[src/hw/rtl/adbdf_pkg.sv]
// Shared types and constants for the message deframer.
// Depends on nothing; used by the core, output register, top level and testbench.
`timescale 1ns / 1ps

package adbdf_pkg;

  localparam int HEADER_BYTES = 24;
  localparam int HDR_WORDS    = HEADER_BYTES / 4;
  localparam int POS_W        = $clog2(HEADER_BYTES);
  localparam int WIDX_W       = $clog2(HDR_WORDS);

  localparam int MAXLEN_W     = 21;
  localparam int CFG_DATA_W   = MAXLEN_W;
  localparam int CFG_IDX_W    = 2;

  localparam logic [31:0]         MAGIC_XOR     = 32'hffff_ffff;
  localparam logic [MAXLEN_W-1:0] MAXLEN_RESET  = 21'd262144;

  localparam int W_COMMAND  = 0;
  localparam int W_ARG0     = 1;
  localparam int W_ARG1     = 2;
  localparam int W_LENGTH   = 3;
  localparam int W_CHECKSUM = 4;
  localparam int W_MAGIC    = 5;

  typedef enum logic [CFG_IDX_W-1:0] {
    CFG_MAX_LEN  = 2'd0,
    CFG_CSUM_OFF = 2'd1
  } cfg_idx_t;

  typedef enum logic [2:0] {
    ST_HEADER    = 3'd0,
    ST_PAYLOAD   = 3'd1,
    ST_OK        = 3'd2,
    ST_BAD_MAGIC = 3'd3,
    ST_TOO_LONG  = 3'd4,
    ST_BAD_SUM   = 3'd5
  } status_t;

  typedef struct packed {
    status_t     status;
    logic        payload_valid;
    logic [7:0]  payload_byte;
    logic        last;
    logic [31:0] command;
    logic [31:0] arg_first;
    logic [31:0] arg_second;
    logic [31:0] length;
    logic [31:0] header_sum;
  } res_t;

endpackage

[src/hw/rtl/adbdf_in_if.sv]
// Input channel: one received byte per item, valid/ready handshake.
// Stands alone; used by the top level.
`timescale 1ns / 1ps

interface adbdf_in_if;
  logic       valid;
  logic       ready;
  logic [7:0] rx_byte;

  modport source (output valid, output rx_byte, input ready);
  modport sink   (input valid, input rx_byte, output ready);
endinterface

[src/hw/rtl/adbdf_out_if.sv]
// Result channel: status, payload byte and header words per item.
// Stands alone; used by the top level.
`timescale 1ns / 1ps

interface adbdf_out_if;
  logic        valid;
  logic        ready;
  logic [2:0]  status;
  logic        payload_valid;
  logic [7:0]  payload_byte;
  logic        last;
  logic [31:0] command;
  logic [31:0] arg_first;
  logic [31:0] arg_second;
  logic [31:0] length;
  logic [31:0] header_sum;

  modport source (output valid, output status, output payload_valid, output payload_byte,
                  output last, output command, output arg_first, output arg_second,
                  output length, output header_sum, input ready);
  modport sink   (input valid, input status, input payload_valid, input payload_byte,
                  input last, input command, input arg_first, input arg_second,
                  input length, input header_sum, output ready);
endinterface

[src/hw/rtl/adb_message_deframer.sv]
// Deframer for a byte stream of 24-byte headers and payloads: one byte in, one
// result item out, one item per clock cycle unless the result channel stalls;
// the single update of header, count and sum state per accepted byte sets that
// rate, and each result appears in the cycle after its byte is accepted. The
// header words are checked for magic and length, payload bytes pass through
// with their byte sum; the last item of a message or error carries the header.
// Depends on adbdf_pkg, adbdf_in_if, adbdf_out_if, adbdf_core, adbdf_out_reg.
`timescale 1ns / 1ps

module adb_message_deframer (
  input  logic                             clk,
  input  logic                             rst_n,
  adbdf_in_if.sink                         in_ch,
  adbdf_out_if.source                      out_ch,
  input  logic                             cfg_we,
  input  logic [adbdf_pkg::CFG_IDX_W-1:0]  cfg_idx,
  input  logic [adbdf_pkg::CFG_DATA_W-1:0] cfg_wdata
);

  adbdf_pkg::res_t res;
  adbdf_pkg::res_t out_res;
  logic            in_ready;
  logic            in_fire;

  assign in_ch.ready = in_ready;
  assign in_fire     = in_ch.valid && in_ready;

  adbdf_core u_core (
    .clk       (clk),
    .rst_n     (rst_n),
    .in_fire   (in_fire),
    .rx_byte   (in_ch.rx_byte),
    .cfg_we    (cfg_we),
    .cfg_idx   (cfg_idx),
    .cfg_wdata (cfg_wdata),
    .res       (res)
  );

  adbdf_out_reg u_out_reg (
    .clk       (clk),
    .rst_n     (rst_n),
    .in_valid  (in_ch.valid),
    .in_ready  (in_ready),
    .res       (res),
    .out_valid (out_ch.valid),
    .out_ready (out_ch.ready),
    .out_res   (out_res)
  );

  assign out_ch.status        = out_res.status;
  assign out_ch.payload_valid = out_res.payload_valid;
  assign out_ch.payload_byte  = out_res.payload_byte;
  assign out_ch.last          = out_res.last;
  assign out_ch.command       = out_res.command;
  assign out_ch.arg_first     = out_res.arg_first;
  assign out_ch.arg_second    = out_res.arg_second;
  assign out_ch.length        = out_res.length;
  assign out_ch.header_sum    = out_res.header_sum;

endmodule

[src/hw/rtl/adbdf_core.sv]
// Header assembly, checks, payload count and byte sum; holds the config registers.
// Depends on adbdf_pkg.
`timescale 1ns / 1ps

module adbdf_core (
  input  logic                             clk,
  input  logic                             rst_n,
  input  logic                             in_fire,
  input  logic [7:0]                       rx_byte,
  input  logic                             cfg_we,
  input  logic [adbdf_pkg::CFG_IDX_W-1:0]  cfg_idx,
  input  logic [adbdf_pkg::CFG_DATA_W-1:0] cfg_wdata,
  output adbdf_pkg::res_t                  res
);

  logic [adbdf_pkg::MAXLEN_W-1:0] max_len_r;
  logic                           csum_off_r;

  logic [31:0]                    hdr_r   [adbdf_pkg::HDR_WORDS];
  logic [31:0]                    hdr_nxt [adbdf_pkg::HDR_WORDS];
  logic [adbdf_pkg::POS_W-1:0]    byte_pos_r, byte_pos_nxt;
  logic                           in_payload_r, in_payload_nxt;
  logic [31:0]                    bytes_left_r, bytes_left_nxt;
  logic [31:0]                    run_sum_r, run_sum_nxt;

  logic [adbdf_pkg::POS_W-1:0]    pos;
  logic [adbdf_pkg::WIDX_W-1:0]   widx;
  logic [31:0]                    sum_new;
  logic [31:0]                    left_new;
  logic [31:0]                    magic_new;
  logic                           fin;

  always_comb begin
    hdr_nxt        = hdr_r;
    byte_pos_nxt   = byte_pos_r;
    in_payload_nxt = in_payload_r;
    bytes_left_nxt = bytes_left_r;
    run_sum_nxt    = run_sum_r;
    fin            = 1'b0;
    res            = '0;
    res.status     = adbdf_pkg::ST_HEADER;

    pos = (byte_pos_r >= adbdf_pkg::POS_W'(adbdf_pkg::HEADER_BYTES)) ? '0 : byte_pos_r;
    widx = pos[adbdf_pkg::POS_W-1:2];
    sum_new   = run_sum_r + {24'd0, rx_byte};
    left_new  = bytes_left_r - 32'd1;
    magic_new = {rx_byte, hdr_r[adbdf_pkg::W_MAGIC][23:0]};

    if (in_payload_r) begin
      res.payload_valid = 1'b1;
      res.payload_byte  = rx_byte;
      run_sum_nxt       = sum_new;
      bytes_left_nxt    = left_new;
      if (left_new == 32'd0) begin
        fin = 1'b1;
        if (csum_off_r || sum_new == hdr_r[adbdf_pkg::W_CHECKSUM]) begin
          res.status = adbdf_pkg::ST_OK;
        end else begin
          res.status = adbdf_pkg::ST_BAD_SUM;
        end
      end else begin
        res.status = adbdf_pkg::ST_PAYLOAD;
      end
    end else begin
      hdr_nxt[widx][pos[1:0]*8 +: 8] = rx_byte;
      if (pos != adbdf_pkg::POS_W'(adbdf_pkg::HEADER_BYTES - 1)) begin
        byte_pos_nxt = pos + adbdf_pkg::POS_W'(1);
      end else if (magic_new != (hdr_r[adbdf_pkg::W_COMMAND] ^ adbdf_pkg::MAGIC_XOR)) begin
        fin        = 1'b1;
        res.status = adbdf_pkg::ST_BAD_MAGIC;
      end else if (hdr_r[adbdf_pkg::W_LENGTH] == 32'd0) begin
        fin        = 1'b1;
        res.status = adbdf_pkg::ST_OK;
      end else if (hdr_r[adbdf_pkg::W_LENGTH] > {11'd0, max_len_r}) begin
        fin        = 1'b1;
        res.status = adbdf_pkg::ST_TOO_LONG;
      end else begin
        byte_pos_nxt   = '0;
        in_payload_nxt = 1'b1;
        bytes_left_nxt = hdr_r[adbdf_pkg::W_LENGTH];
        run_sum_nxt    = '0;
      end
    end

    if (fin) begin
      byte_pos_nxt   = '0;
      in_payload_nxt = 1'b0;
      bytes_left_nxt = '0;
      run_sum_nxt    = '0;
      res.last       = 1'b1;
      res.command    = hdr_r[adbdf_pkg::W_COMMAND];
      res.arg_first  = hdr_r[adbdf_pkg::W_ARG0];
      res.arg_second = hdr_r[adbdf_pkg::W_ARG1];
      res.length     = hdr_r[adbdf_pkg::W_LENGTH];
      res.header_sum = hdr_r[adbdf_pkg::W_CHECKSUM];
    end
  end

  always_ff @(posedge clk) begin
    if (!rst_n) begin
      max_len_r    <= adbdf_pkg::MAXLEN_RESET;
      csum_off_r   <= 1'b0;
      byte_pos_r   <= '0;
      in_payload_r <= 1'b0;
      bytes_left_r <= '0;
      run_sum_r    <= '0;
    end else begin
      if (cfg_we) begin
        unique case (cfg_idx)
          adbdf_pkg::CFG_MAX_LEN:  max_len_r  <= cfg_wdata;
          adbdf_pkg::CFG_CSUM_OFF: csum_off_r <= cfg_wdata[0];
          default: ;
        endcase
      end
      if (in_fire) begin
        byte_pos_r   <= byte_pos_nxt;
        in_payload_r <= in_payload_nxt;
        bytes_left_r <= bytes_left_nxt;
        run_sum_r    <= run_sum_nxt;
      end
    end
  end

  always_ff @(posedge clk) begin
    if (in_fire) begin
      hdr_r <= hdr_nxt;
    end
  end

endmodule

[src/hw/rtl/adbdf_out_reg.sv]
// Result register between the deframing logic and the result channel.
// Depends on adbdf_pkg.
`timescale 1ns / 1ps

module adbdf_out_reg (
  input  logic            clk,
  input  logic            rst_n,
  input  logic            in_valid,
  output logic            in_ready,
  input  adbdf_pkg::res_t res,
  output logic            out_valid,
  input  logic            out_ready,
  output adbdf_pkg::res_t out_res
);

  logic            valid_r;
  adbdf_pkg::res_t res_r;

  assign in_ready  = !valid_r || out_ready;
  assign out_valid = valid_r;
  assign out_res   = res_r;

  always_ff @(posedge clk) begin
    if (!rst_n) begin
      valid_r <= 1'b0;
    end else if (in_valid && in_ready) begin
      valid_r <= 1'b1;
    end else if (out_ready) begin
      valid_r <= 1'b0;
    end
  end

  always_ff @(posedge clk) begin
    if (in_valid && in_ready) begin
      res_r <= res;
    end
  end

endmodule

[src/flat_wrapper.sv]
// flat-port wrapper written by rule: the top's interface ports become plain ports
module adb_message_deframer_flat 
  (clk, rst_n, cfg_we, cfg_idx, cfg_wdata, in_ch_valid, in_ch_rx_byte, in_ch_ready, out_ch_valid, out_ch_status, out_ch_payload_valid, out_ch_payload_byte, out_ch_last, out_ch_command, out_ch_arg_first, out_ch_arg_second, out_ch_length, out_ch_header_sum, out_ch_ready);
  adbdf_in_if in_ch_i ();
  adbdf_out_if out_ch_i ();
  input  logic clk;
  input  logic rst_n;
  input  logic cfg_we;
  input  logic [adbdf_pkg::CFG_IDX_W-1:0] cfg_idx;
  input  logic [adbdf_pkg::CFG_DATA_W-1:0] cfg_wdata;
  input wire logic [$bits(in_ch_i.valid)-1:0] in_ch_valid;
  input wire logic [$bits(in_ch_i.rx_byte)-1:0] in_ch_rx_byte;
  output wire logic [$bits(in_ch_i.ready)-1:0] in_ch_ready;
  output wire logic [$bits(out_ch_i.valid)-1:0] out_ch_valid;
  output wire logic [$bits(out_ch_i.status)-1:0] out_ch_status;
  output wire logic [$bits(out_ch_i.payload_valid)-1:0] out_ch_payload_valid;
  output wire logic [$bits(out_ch_i.payload_byte)-1:0] out_ch_payload_byte;
  output wire logic [$bits(out_ch_i.last)-1:0] out_ch_last;
  output wire logic [$bits(out_ch_i.command)-1:0] out_ch_command;
  output wire logic [$bits(out_ch_i.arg_first)-1:0] out_ch_arg_first;
  output wire logic [$bits(out_ch_i.arg_second)-1:0] out_ch_arg_second;
  output wire logic [$bits(out_ch_i.length)-1:0] out_ch_length;
  output wire logic [$bits(out_ch_i.header_sum)-1:0] out_ch_header_sum;
  input wire logic [$bits(out_ch_i.ready)-1:0] out_ch_ready;
  assign in_ch_i.valid = in_ch_valid;
  assign in_ch_i.rx_byte = in_ch_rx_byte;
  assign in_ch_ready = in_ch_i.ready;
  assign out_ch_valid = out_ch_i.valid;
  assign out_ch_status = out_ch_i.status;
  assign out_ch_payload_valid = out_ch_i.payload_valid;
  assign out_ch_payload_byte = out_ch_i.payload_byte;
  assign out_ch_last = out_ch_i.last;
  assign out_ch_command = out_ch_i.command;
  assign out_ch_arg_first = out_ch_i.arg_first;
  assign out_ch_arg_second = out_ch_i.arg_second;
  assign out_ch_length = out_ch_i.length;
  assign out_ch_header_sum = out_ch_i.header_sum;
  assign out_ch_i.ready = out_ch_ready;
  adb_message_deframer u_core (.clk(clk), .rst_n(rst_n), .in_ch(in_ch_i), .out_ch(out_ch_i), .cfg_we(cfg_we), .cfg_idx(cfg_idx), .cfg_wdata(cfg_wdata));
endmodule
[config.mk]
export PLATFORM = sky130hd
export DESIGN_NAME = adb_message_deframer_flat
export DESIGN_NICKNAME = d
export VERILOG_FILES = /design/src/hw/rtl/adbdf_pkg.sv /design/src/hw/rtl/adbdf_in_if.sv /design/src/hw/rtl/adbdf_out_if.sv /design/src/hw/rtl/adb_message_deframer.sv /design/src/hw/rtl/adbdf_core.sv /design/src/hw/rtl/adbdf_out_reg.sv /design/src/flat_wrapper.sv
export SDC_FILE = /design/constraint.sdc
export NUM_CORES = 1
export LEC_CHECK = 0
export BUFFER_PORTS_ARGS = -buffer_cell sky130_fd_sc_hd__buf_2
export CAP_MARGIN = 15
export CORE_MARGIN = 4
export CORE_UTILIZATION = 55
export DETAILED_ROUTE_END_ITERATION = 12
export PLACE_DENSITY = 0.86
export SLEW_MARGIN = 20
export SYNTH_ARGS = -nofsm -noshare
export SYNTH_HDL_FRONTEND = slang
export SYNTH_SLANG_ARGS = --single-unit
[constraint.sdc]
create_clock -name clk -period 5.1 [get_ports clk]
set_input_delay 0.51 -clock clk [delete_from_list [all_inputs] [get_ports clk]]
set_output_delay 0.51 -clock clk [all_outputs]
set_load 0.02 [all_outputs]
# After elaboration in Yosys (flattened, before gate mapping)
# Index checks and enable logic that the tools add are counted.
# classes
mux,45
eq_ne,12
reduce_logical,14
magnitude_cmp,4
n_bitwise,3
add_sub_neg,4
n_shift,2
# ops
operator,n
$mux W32,13
$bwmux W192,1
$mux W161,1
$demux W32 S3,1
$logic_not A32 Y1,2
$mux W5,7
$neg A5 Y34,1
$shift A8 B34 Y32 const A,1
$shiftx A8 B34 Y32,1
$add A32 B8 Y32,1
$eq A32 B32 Y1,1
$gt A32 B21 Y1,1
$ne A32 B32 Y1,1
$not A32 Y32,1
$sub A32 B1 Y32 const B,1
$mux W3,7
$ne A3 B3 Y1 const B,7
$mux W1,14
$reduce_and A5 Y1,2
$mux W9,1
$reduce_and A2 Y1,3
$add A5 B1 Y5 const B,1
$ge A5 B5 Y1 const B,1
$ne A5 B5 Y1 const B,1
other kinds (11),13
# totals
input_bits,36
elab_cells,106
reg_bits,458
output_inout_bits,175

# Longest topological paths before layout
# Gate-level depths: netlist of the first run.
# logic_depth
word_depth,8
mapped_depth,15
mapped_depth_nobuf,12

# Modules after synthesis
# From an unflattened synthesis of the first run, not the netlist that was laid out.
# hier_totals
cells_unflattened,1705
hier_area_um2,20154.3
# by_module_without_submodules
module,seq_area_each_um2,instances,area_per_inst_um2,cells_per_inst
adbdf_core,7367.1,1,14895.5,1526
adbdf_out_reg,5215.0,1,5252.5,178
adb_message_deframer,0.0,1,6.3,1

# Least setup slack after synthesis of the first run
# No wires, ideal clock.
# synth_timing
path_type,input -> register
start,input port out_ch_ready
end,register u_core.u_core.bytes_left_r[28]
arrival_time_ns,4.398
setup_ns,0.070
stages,7
n_path_buf,1
slack_ns,0.632
required_ns,5.030
path_cell_list,nand2b_1 -> nand2_1 -> inv_2 -> o21ai_0 -> clkbuf_1 -> or4b_2 -> a21oi_1
# synth_via
elab_chain_len,3
# synth_rtl
element,line_no,text
"start, declared",flat_wrapper.sv:24,input wire logic [$bits(out_ch_i.ready)-1:0] out_ch_ready;
$logic_or A1 B1 Y1,adbdf_out_reg.sv:19,assign in_ready = !valid_r || out_ready;
$logic_and A1 B1 Y1,adb_message_deframer.sv:26,assign in_fire = in_ch.valid && in_ready;
named net u_core.in_fire,adb_message_deframer.sv:23,logic in_fire;
$reduce_and A5 Y1 (no source line),--,
"end signal, assigned",adbdf_core.sv:118,bytes_left_r <= bytes_left_nxt;
"end, declared",adbdf_core.sv:23,"logic [31:0] bytes_left_r, bytes_left_nxt;"
# The timed path passes the listed nets, and every way through them passes these cells.
# A chain may end at the register's enable or synchronous reset.

# Final worst setup path of the first run
# layout_timing
start,register u_core.u_core.bytes_left_r[0]
end,"register u_core.u_out_reg.res_r, in the netlist u_core.u_out_reg.out_res[10], data pin"
# layout_via
elab_chain_len,4
# layout_rtl
element,line_no,text
$sub A32 B1 Y32,adbdf_core.sv:46,left_new = bytes_left_r - 32'd1;
$logic_not A32 Y1,adbdf_core.sv:54,if (left_new == 32'd0) begin
$mux W1,adbdf_core.sv:54,
$mux W1,adbdf_core.sv:49,if (in_payload_r) begin
"end signal, assigned",adbdf_out_reg.sv:35,res_r <= res;
"end, declared",adbdf_out_reg.sv:17,adbdf_pkg::res_t res_r;
# Every way passes these cells.

==> results of run 1 <==
## per-layer routing
metal	vias up	global-route usage	wire [um]	part of all wire
met1	6838	0.358	21100	0.39
met2	809	0.427	25100	0.46
met4	2	0.117	2600	0.048
met5	-	0	13	0.00024
li1	6436	-	-	-
met3	179	0.0544	5390	0.099
## tightest hold or removal path: cells and delay by family
kind                   cells  cell delay [ns]
AO/OA/AOI/OAI              1             0.08
buffers and inverters      1             0.07
AND/OR/NAND/NOR            1             0.04
## where the power goes
group | internal [uW] | total [uW] | switching, uW
logic | 97.4 | 377 | 280
clock network | 1880 | 3280 | 1400
registers | 4040 | 4080 | 35.7
## layout make-up
class,count,area [sq um],share of cell area
clock inverters,19,151,0.00662
inverters,49,190,0.00831
multi-input cells,1085,6830,0.299
repair buffers,230,1210,0.0531
clock buffers,64,1330,0.0581
well taps,461,577,0.0252
flip-flops and latches,450,12600,0.550
## through the flow
stage	instances	hold WS, ns	power, uW
4_1_cts	2358	0.169	7750
3_3_place_gp	2275	0.441	4510
5_1_grt	2358	0.180	7950
2_1_floorplan	1666	0.425	4360
3_5_place_dp	2275	0.448	4520
6_report	2358	0.180	7740
## flip-flops by register name, summed over array words and instances (netlist names)
signal / flops
u_core.u_core.byte_pos_r: 5
u_core.u_out_reg.out_res: 173
u_core.u_core.hdr_r: 184
u_core.u_core.max_len_r: 21
u_core.u_core.csum_off_r: 1
u_core.u_core.run_sum_r: 32
u_core.u_core.bytes_left_r: 32
u_core.u_core.in_payload_r: 1
u_core.u_out_reg.out_valid: 1
## placed cells by master (no fill, tap or decap), drive strengths merged, types with 42 or more instances in the layout
cell type / n
edfxtp: 357
buf: 230
and2: 200
nand2: 142
nor2: 107
dfxtp: 93
a21oi: 77
xnor2: 68
clkbuf: 64
inv: 50
nor3: 42
ha: 42
## worst max path at each step
stage	start	cells past startpoint	slack (ns)	to
detailed placement	u_core.u_core.bytes_left_r[0]	13	0.71	u_core.u_out_reg.out_res[4]
global placement	in_ch_rx_byte[0]	14	0.75	u_core.u_out_reg.out_res[170]
floorplan	out_ch_ready	7	0.63	u_core.u_core.bytes_left_r[28]
CTS	u_core.u_core.bytes_left_r[0]	13	0.67	u_core.u_out_reg.out_res[127]
global route	u_core.u_core.bytes_left_r[0]	13	0.40	u_core.u_out_reg.out_res[127]
finish	u_core.u_core.bytes_left_r[0]	13	0.67	u_core.u_out_reg.out_res[10]
## cells by family (layout without fill, tap and decap cells)
logic type	count (synthesis)	count (layout)
adder cells (fa/ha/maj)	43	43
AO/OA/AOI/OAI	254	254
buffers and inverters	131	362
AND/OR/NAND/NOR	687	687
flip-flops	450	450
multiplexers	7	7
XOR/XNOR	94	94
==> results.py, run 1 <==
metrics = {
    "die": {
        "initial_utilization": 0.560,
        "fp-row-count": 69,
        "design.core.area_sq_um": 35700,
        "fp.dieH_um": 199,
        "die_width_um": 199,
        "ios": 211,
        "die-area_sq_um": 39500,
    },
    "setup_path": {
        "critical_path.cell_chain": "inv_1, ha_1, nor4b_2, nand3_1, or2_2, or3b_2, nand2_1, o21ai_1, nor4b_2, a21boi_2, clkinv_2, buf_4, and2_1",
        "worst_setup_path_end_kind": "flop",
        "reg2reg_setup_slack_ns": 0.67,
        "startpoint_type": "flop",
        "timing.critical_path.slowest_stage_cell": "sky130_fd_sc_hd__nor4b_2",
        "r2r_end": "u_core.u_out_reg.out_res[10]",
        "path_delay_family": "simple AND/OR/NAND/NOR gates",
        "critPathMaxFanout": 27,
        "critical_path_arrival_ns": 4.85,
        "critical_path_class": "reg2reg",
        "path_buf_inv": 3,
        "critPathMaxStageDelay_ns": 0.54,
        "critical_r2r_launch": "u_core.u_core.bytes_left_r[0]",
        "critical-path-top-cell-by-count": "sky130_fd_sc_hd__nor4b_2",
        "cp_data_required_time_ns": 5.53,
        "timing.reg2reg.worst_path_depth": 13,
    },
    "synth": {
        "synth_top_family_by_area": "simple AND/OR/NAND/NOR gates",
        "synth_area_leader_cell": "sky130_fd_sc_hd__edfxtp_1",
        "synth_area_per_cell_sq_um": 12.0,
        "post_synth_xor_area_fraction": 0.0418,
        "postSynthNetCount": 1745,
        "synth_warnings": 0,
        "postSynth.topFlopCell": "sky130_fd_sc_hd__edfxtp_1",
        "synth_seq_area_share": 0.629,
        "post_synthesis_sequential_element_count": 450,
        "compound_cell_area_share_of_the_yosys_netlist": 0.0841,
        "synth.top_cells.by_count": "sky130_fd_sc_hd__edfxtp_1 (357), sky130_fd_sc_hd__and2_1 (199), sky130_fd_sc_hd__nand2_1 (142)",
        "number_of_library_cell_types_mapped_by_synthesis": 75,
        "count_of_flip_flops_with_a_built_in_enable_after_synthesis": 357,
        "most_common_cell_in_the_synthesized_netlist": "sky130_fd_sc_hd__edfxtp_1",
        "async_flop_share": 0,
        "yosys-mux-area-fraction": 0.00369,
        "synth.top_cells.by_area": "sky130_fd_sc_hd__edfxtp_1 (54%), sky130_fd_sc_hd__dfxtp_1 (9.3%), sky130_fd_sc_hd__and2_1 (6.2%), sky130_fd_sc_hd__xnor2_1 (3.0%), sky130_fd_sc_hd__nand2_1 (2.7%)",
        "post_synth_inst_count": 1666,
        "post_synthesis_cell_area_sq_um": 20000,
        "netlist.area_leader.share": 0.536,
        "synth_fa_ha_area_frac": 0.0273,
        "synth_simple_gate_area_share": 0.183,
    },
    "clock_tree": {
        "hold_buffers": 0,
        "number_of_buffers_added_by_the_clock_tree_synthesis_step": 45,
        "cts.clk_slew.worst_paths_ns": 0.06,
        "root_driver": "sky130_fd_sc_hd__clkbuf_16",
        "cts_htree_levels": 2,
        "tritoncts": "done",
        "max-clock-path-buffers": 3,
        "ctsResizeCount": 0,
        "cts.sink_count": 450,
        "postCtsSetupRepairBufs": 0,
        "worst_skew_pair_latency_ns": 0.56,
    },
    "power": {
        "worst_ir_drop_vdd_v": 0.000251,
        "powerDensity_nw_per_um2": 338,
        "p_leak_uw": 0.00854,
    },
    "route": {
        "drt.antenna.violating_nets": 0,
        "route.detailed.drc": 0,
        "routed_wirelength_um": 54300,
        "detail_route.vias_per_cell": 6.05,
        "post_drt_wl_per_cell_um": 23.0,
        "initialDrtViolationCount": 1791,
        "vias": 14264,
        "drt_pre_antenna_iters": 8,
    },
    "placed_design": {
        "dp_slack_ns": 0.709,
        "place.gp.congestion": 0.980,
        "dpl-instance-area_sq_um": 21400,
        "port_buffers": 210,
        "place_hpwl_um": 38000,
    },
    "layout": {
        "insertedDiodeCount": 0,
        "num-fill-cells": 2577,
        "utilization": 0.640,
        "nets": 1940,
        "stdcell_area_sq_um": 22900,
        "synthToLayoutAreaGrowth_pct": 14.4,
        "drive_above_1_share": 0.171,
    },
    "grt": {
        "grt_pass1_vias": 13727,
        "maximum_number_of_pins_on_one_net_before_global_route_repair": 88,
        "global_route_wire_length_before_repair_um": 81000,
        "grtUsageTotal": 0.267,
        "grt_antenna_before_repair": 1,
        "gr-total-overflow": 0,
    },
    "worst_hold_path": {
        "hp-class": "in2reg",
        "hold-path-cell-count": 3,
        "hold_end": "u_core.u_core.max_len_r[18]",
        "timing.hold.worst.start": "cfg_wdata[18]",
    },
    "timing": {
        "skew_ns": 0.0137,
        "rsz0062_at_grt": "false",
        "max_clock_freq_mhz": 226,
        "number_of_hold_slack_violations_in_the_final_timing_report": 0,
        "totalNegativeSetupSlack_ns": 0,
        "final_period_minus_worst_setup_slack_ns": 4.43,
        "worst_slew_margin_rel": 0.265,
        "min_period_over_period": 0.868,
        "layout_setup_ws_ns": 0.674,
        "drv_slew": 0,
        "setup_viol_count_final": 0,
        "worst_pin_slew_ns": 1.09,
    },
    "job": {
        "drv_cap": 0,
    },
    "status": {
        "status": "completed",
    },
}
Power figures use the tool's default switching activity.
==> run 2, diff against run 1 <==
Settings changed: CORE_UTILIZATION 55 to 45, PLACE_DENSITY 0.86 to 0.75.
==> results.py, run 2 (same netlist as run 1, synthesis figures left out) <==
metrics = {
    "status": {
        "status": "completed",
    },
    "setup_path": {
        "worst_setup_path_end_kind": "flop",
        "critical-path-top-cell-by-count": "sky130_fd_sc_hd__or3_1",
        "critPathMaxStageDelay_ns": 0.65,
        "critPathMaxFanout": 76,
        "startpoint_type": "flop",
        "path_delay_family": "simple AND/OR/NAND/NOR gates",
        "cp_data_required_time_ns": 5.53,
        "timing.critical_path.slowest_stage_cell": "sky130_fd_sc_hd__or4_1",
        "critical_path_arrival_ns": 4.68,
        "critical_path_class": "reg2reg",
        "path_buf_inv": 2,
        "critical_path.cell_chain": "or4_1, or3_1, or3_1, or3b_1, a21oi_1, o21ai_1, nor4b_2, a21boi_2, clkinv_2, buf_12, and2_1",
    },
    "clock_tree": {
        "postCtsSetupRepairBufs": 0,
        "cts.clk_slew.worst_paths_ns": 0.07,
        "root_driver": "sky130_fd_sc_hd__clkbuf_16",
        "number_of_buffers_added_by_the_clock_tree_synthesis_step": 44,
        "ctsResizeCount": 0,
        "hold_buffers": 0,
        "tritoncts": "done",
        "cts_htree_levels": 2,
        "max-clock-path-buffers": 3,
        "worst_skew_pair_latency_ns": 0.56,
        "cts.sink_count": 450,
    },
    "timing": {
        "min_period_over_period": 0.834,
        "number_of_hold_slack_violations_in_the_final_timing_report": 0,
        "max_clock_freq_mhz": 235,
        "worst_hold_slack_ns": 0.177,
        "worst_pin_slew_ns": 1.16,
        "totalNegativeSetupSlack_ns": 0,
        "skew_ns": 0.0150,
        "rsz0062_at_grt": "false",
        "worst_slew_margin_rel": 0.224,
        "final_period_minus_worst_setup_slack_ns": 4.25,
        "setup_viol_count_final": 0,
        "drv_slew": 0,
    },
    "layout": {
        "mostFrequentLayoutCells": "sky130_fd_sc_hd__edfxtp_1 (357), sky130_fd_sc_hd__buf_2 (210), sky130_fd_sc_hd__and2_1 (199)",
        "largest_register_ffs": 184,
        "largest_register": "u_core.u_core.hdr_r",
        "final_common_cell": "sky130_fd_sc_hd__edfxtp_1",
        "nets": 1940,
        "drive_above_1_share": 0.169,
        "synthToLayoutAreaGrowth_pct": 15.2,
        "insertedDiodeCount": 0,
        "utilization": 0.529,
    },
    "worst_hold_path": {
        "hp-class": "in2reg",
    },
    "route": {
        "drt_pre_antenna_iters": 5,
        "initialDrtViolationCount": 1529,
        "detail_route.vias_per_cell": 5.67,
        "route.detailed.drc": 0,
        "routed_wirelength_um": 53400,
        "vias": 14031,
        "drt.antenna.violating_nets": 0,
        "post_drt_wl_per_cell_um": 21.6,
    },
    "grt": {
        "global_route_wire_length_before_repair_um": 79400,
        "grt_antenna_before_repair": 1,
        "maximum_number_of_pins_on_one_net_before_global_route_repair": 86,
        "grtUsageTotal": 0.216,
        "gr-total-overflow": 0,
        "grt_pass1_vias": 13042,
    },
    "power": {
        "worst_ir_drop_vdd_v": 0.000228,
        "p_leak_uw": 0.00853,
        "powerDensity_nw_per_um2": 335,
    },
    "placed_design": {
        "port_buffers": 210,
        "place_hpwl_um": 37800,
        "place.gp.congestion": 0.915,
    },
    "die": {
        "die-area_sq_um": 47900,
        "ios": 211,
        "fp.dieH_um": 219,
        "design.core.area_sq_um": 43600,
        "fp-row-count": 76,
        "die_width_um": 219,
        "initial_utilization": 0.459,
    },
    "job": {
        "drv_cap": 0,
    },
}
==> run 2: cell types whose count changed in the layout (fill, tap and decap cells not counted), moves of 2 or more <==
| cell | change |
|---|---|
| sky130_fd_sc_hd__buf_16 | +2 |
| sky130_fd_sc_hd__buf_4 | -2 |
| sky130_fd_sc_hd__bufinv_16 | +4 |
| sky130_fd_sc_hd__clkbuf_1 | +3 |
| sky130_fd_sc_hd__clkbuf_16 | -2 |
| sky130_fd_sc_hd__clkbuf_8 | -9 |
| sky130_fd_sc_hd__clkinv_1 | -3 |
| sky130_fd_sc_hd__clkinv_2 | +3 |
| sky130_fd_sc_hd__clkinv_4 | -2 |
==> run 2: path summary, 6_finish.rpt <==
path	endpoint	slack (ns)	startpoint	cells after the start
worst max-delay path	u_core.u_out_reg.out_res[149]	0.85	u_core.u_core.bytes_left_r[10]	11
worst min register to register	u_core.u_core.max_len_r[1]	0.46	u_core.u_core.max_len_r[1]	2
worst max register to register	u_core.u_out_reg.out_res[149]	0.85	u_core.u_core.bytes_left_r[10]	11
worst min-delay path	u_core.u_core.max_len_r[18]	0.18	cfg_wdata[18]	3
==> run 2: area by class of cell <==
class	instances	area (sq um)
Fill cell	3668	20500
Sequential cell	450	12600
Multi-Input combinational cell	1085	6840
Timing Repair Buffer	231	1270
Clock buffer	56	1170
Tap cell	585	732
Clock inverter	20	254
Inverter	49	190
==> run 2: worst min-delay path, cell delays in order <==
cell	delay (ns)
sky130_fd_sc_hd__buf_2	0.07
sky130_fd_sc_hd__nand2_1	0.04
sky130_fd_sc_hd__o211ai_1	0.08
==> run 2: through the flow <==
stage	setup WS [ns]	cells	power (uW)	area, sq um
after floorplan	0.632	1666	4360	20000
after global placement	0.759	2398	4520	21600
after detailed placement	0.724	2398	4530	21600
after CTS	0.872	2474	7730	23000
after global routing	0.559	2476	7940	23000
final	0.845	2476	7720	23000
==> run 2: layer usage <==
layer	share of wire	vias up	track usage
met3	0.084	120	0.0382
met4	0.034	0	0.0729
met5	0	-	0
li1	-	6451	-
met1	0.42	6815	0.297
met2	0.46	645	0.349
==> run 2: where the power goes <==
part / internal [uW] / leakage (uW) / total, uW / switching, uW
sequential: 4040 / 0.00417 / 4070 / 33.9
combinational: 103 / 0.00367 / 385 / 282
clock: 1880 / 0.000689 / 3260 / 1380
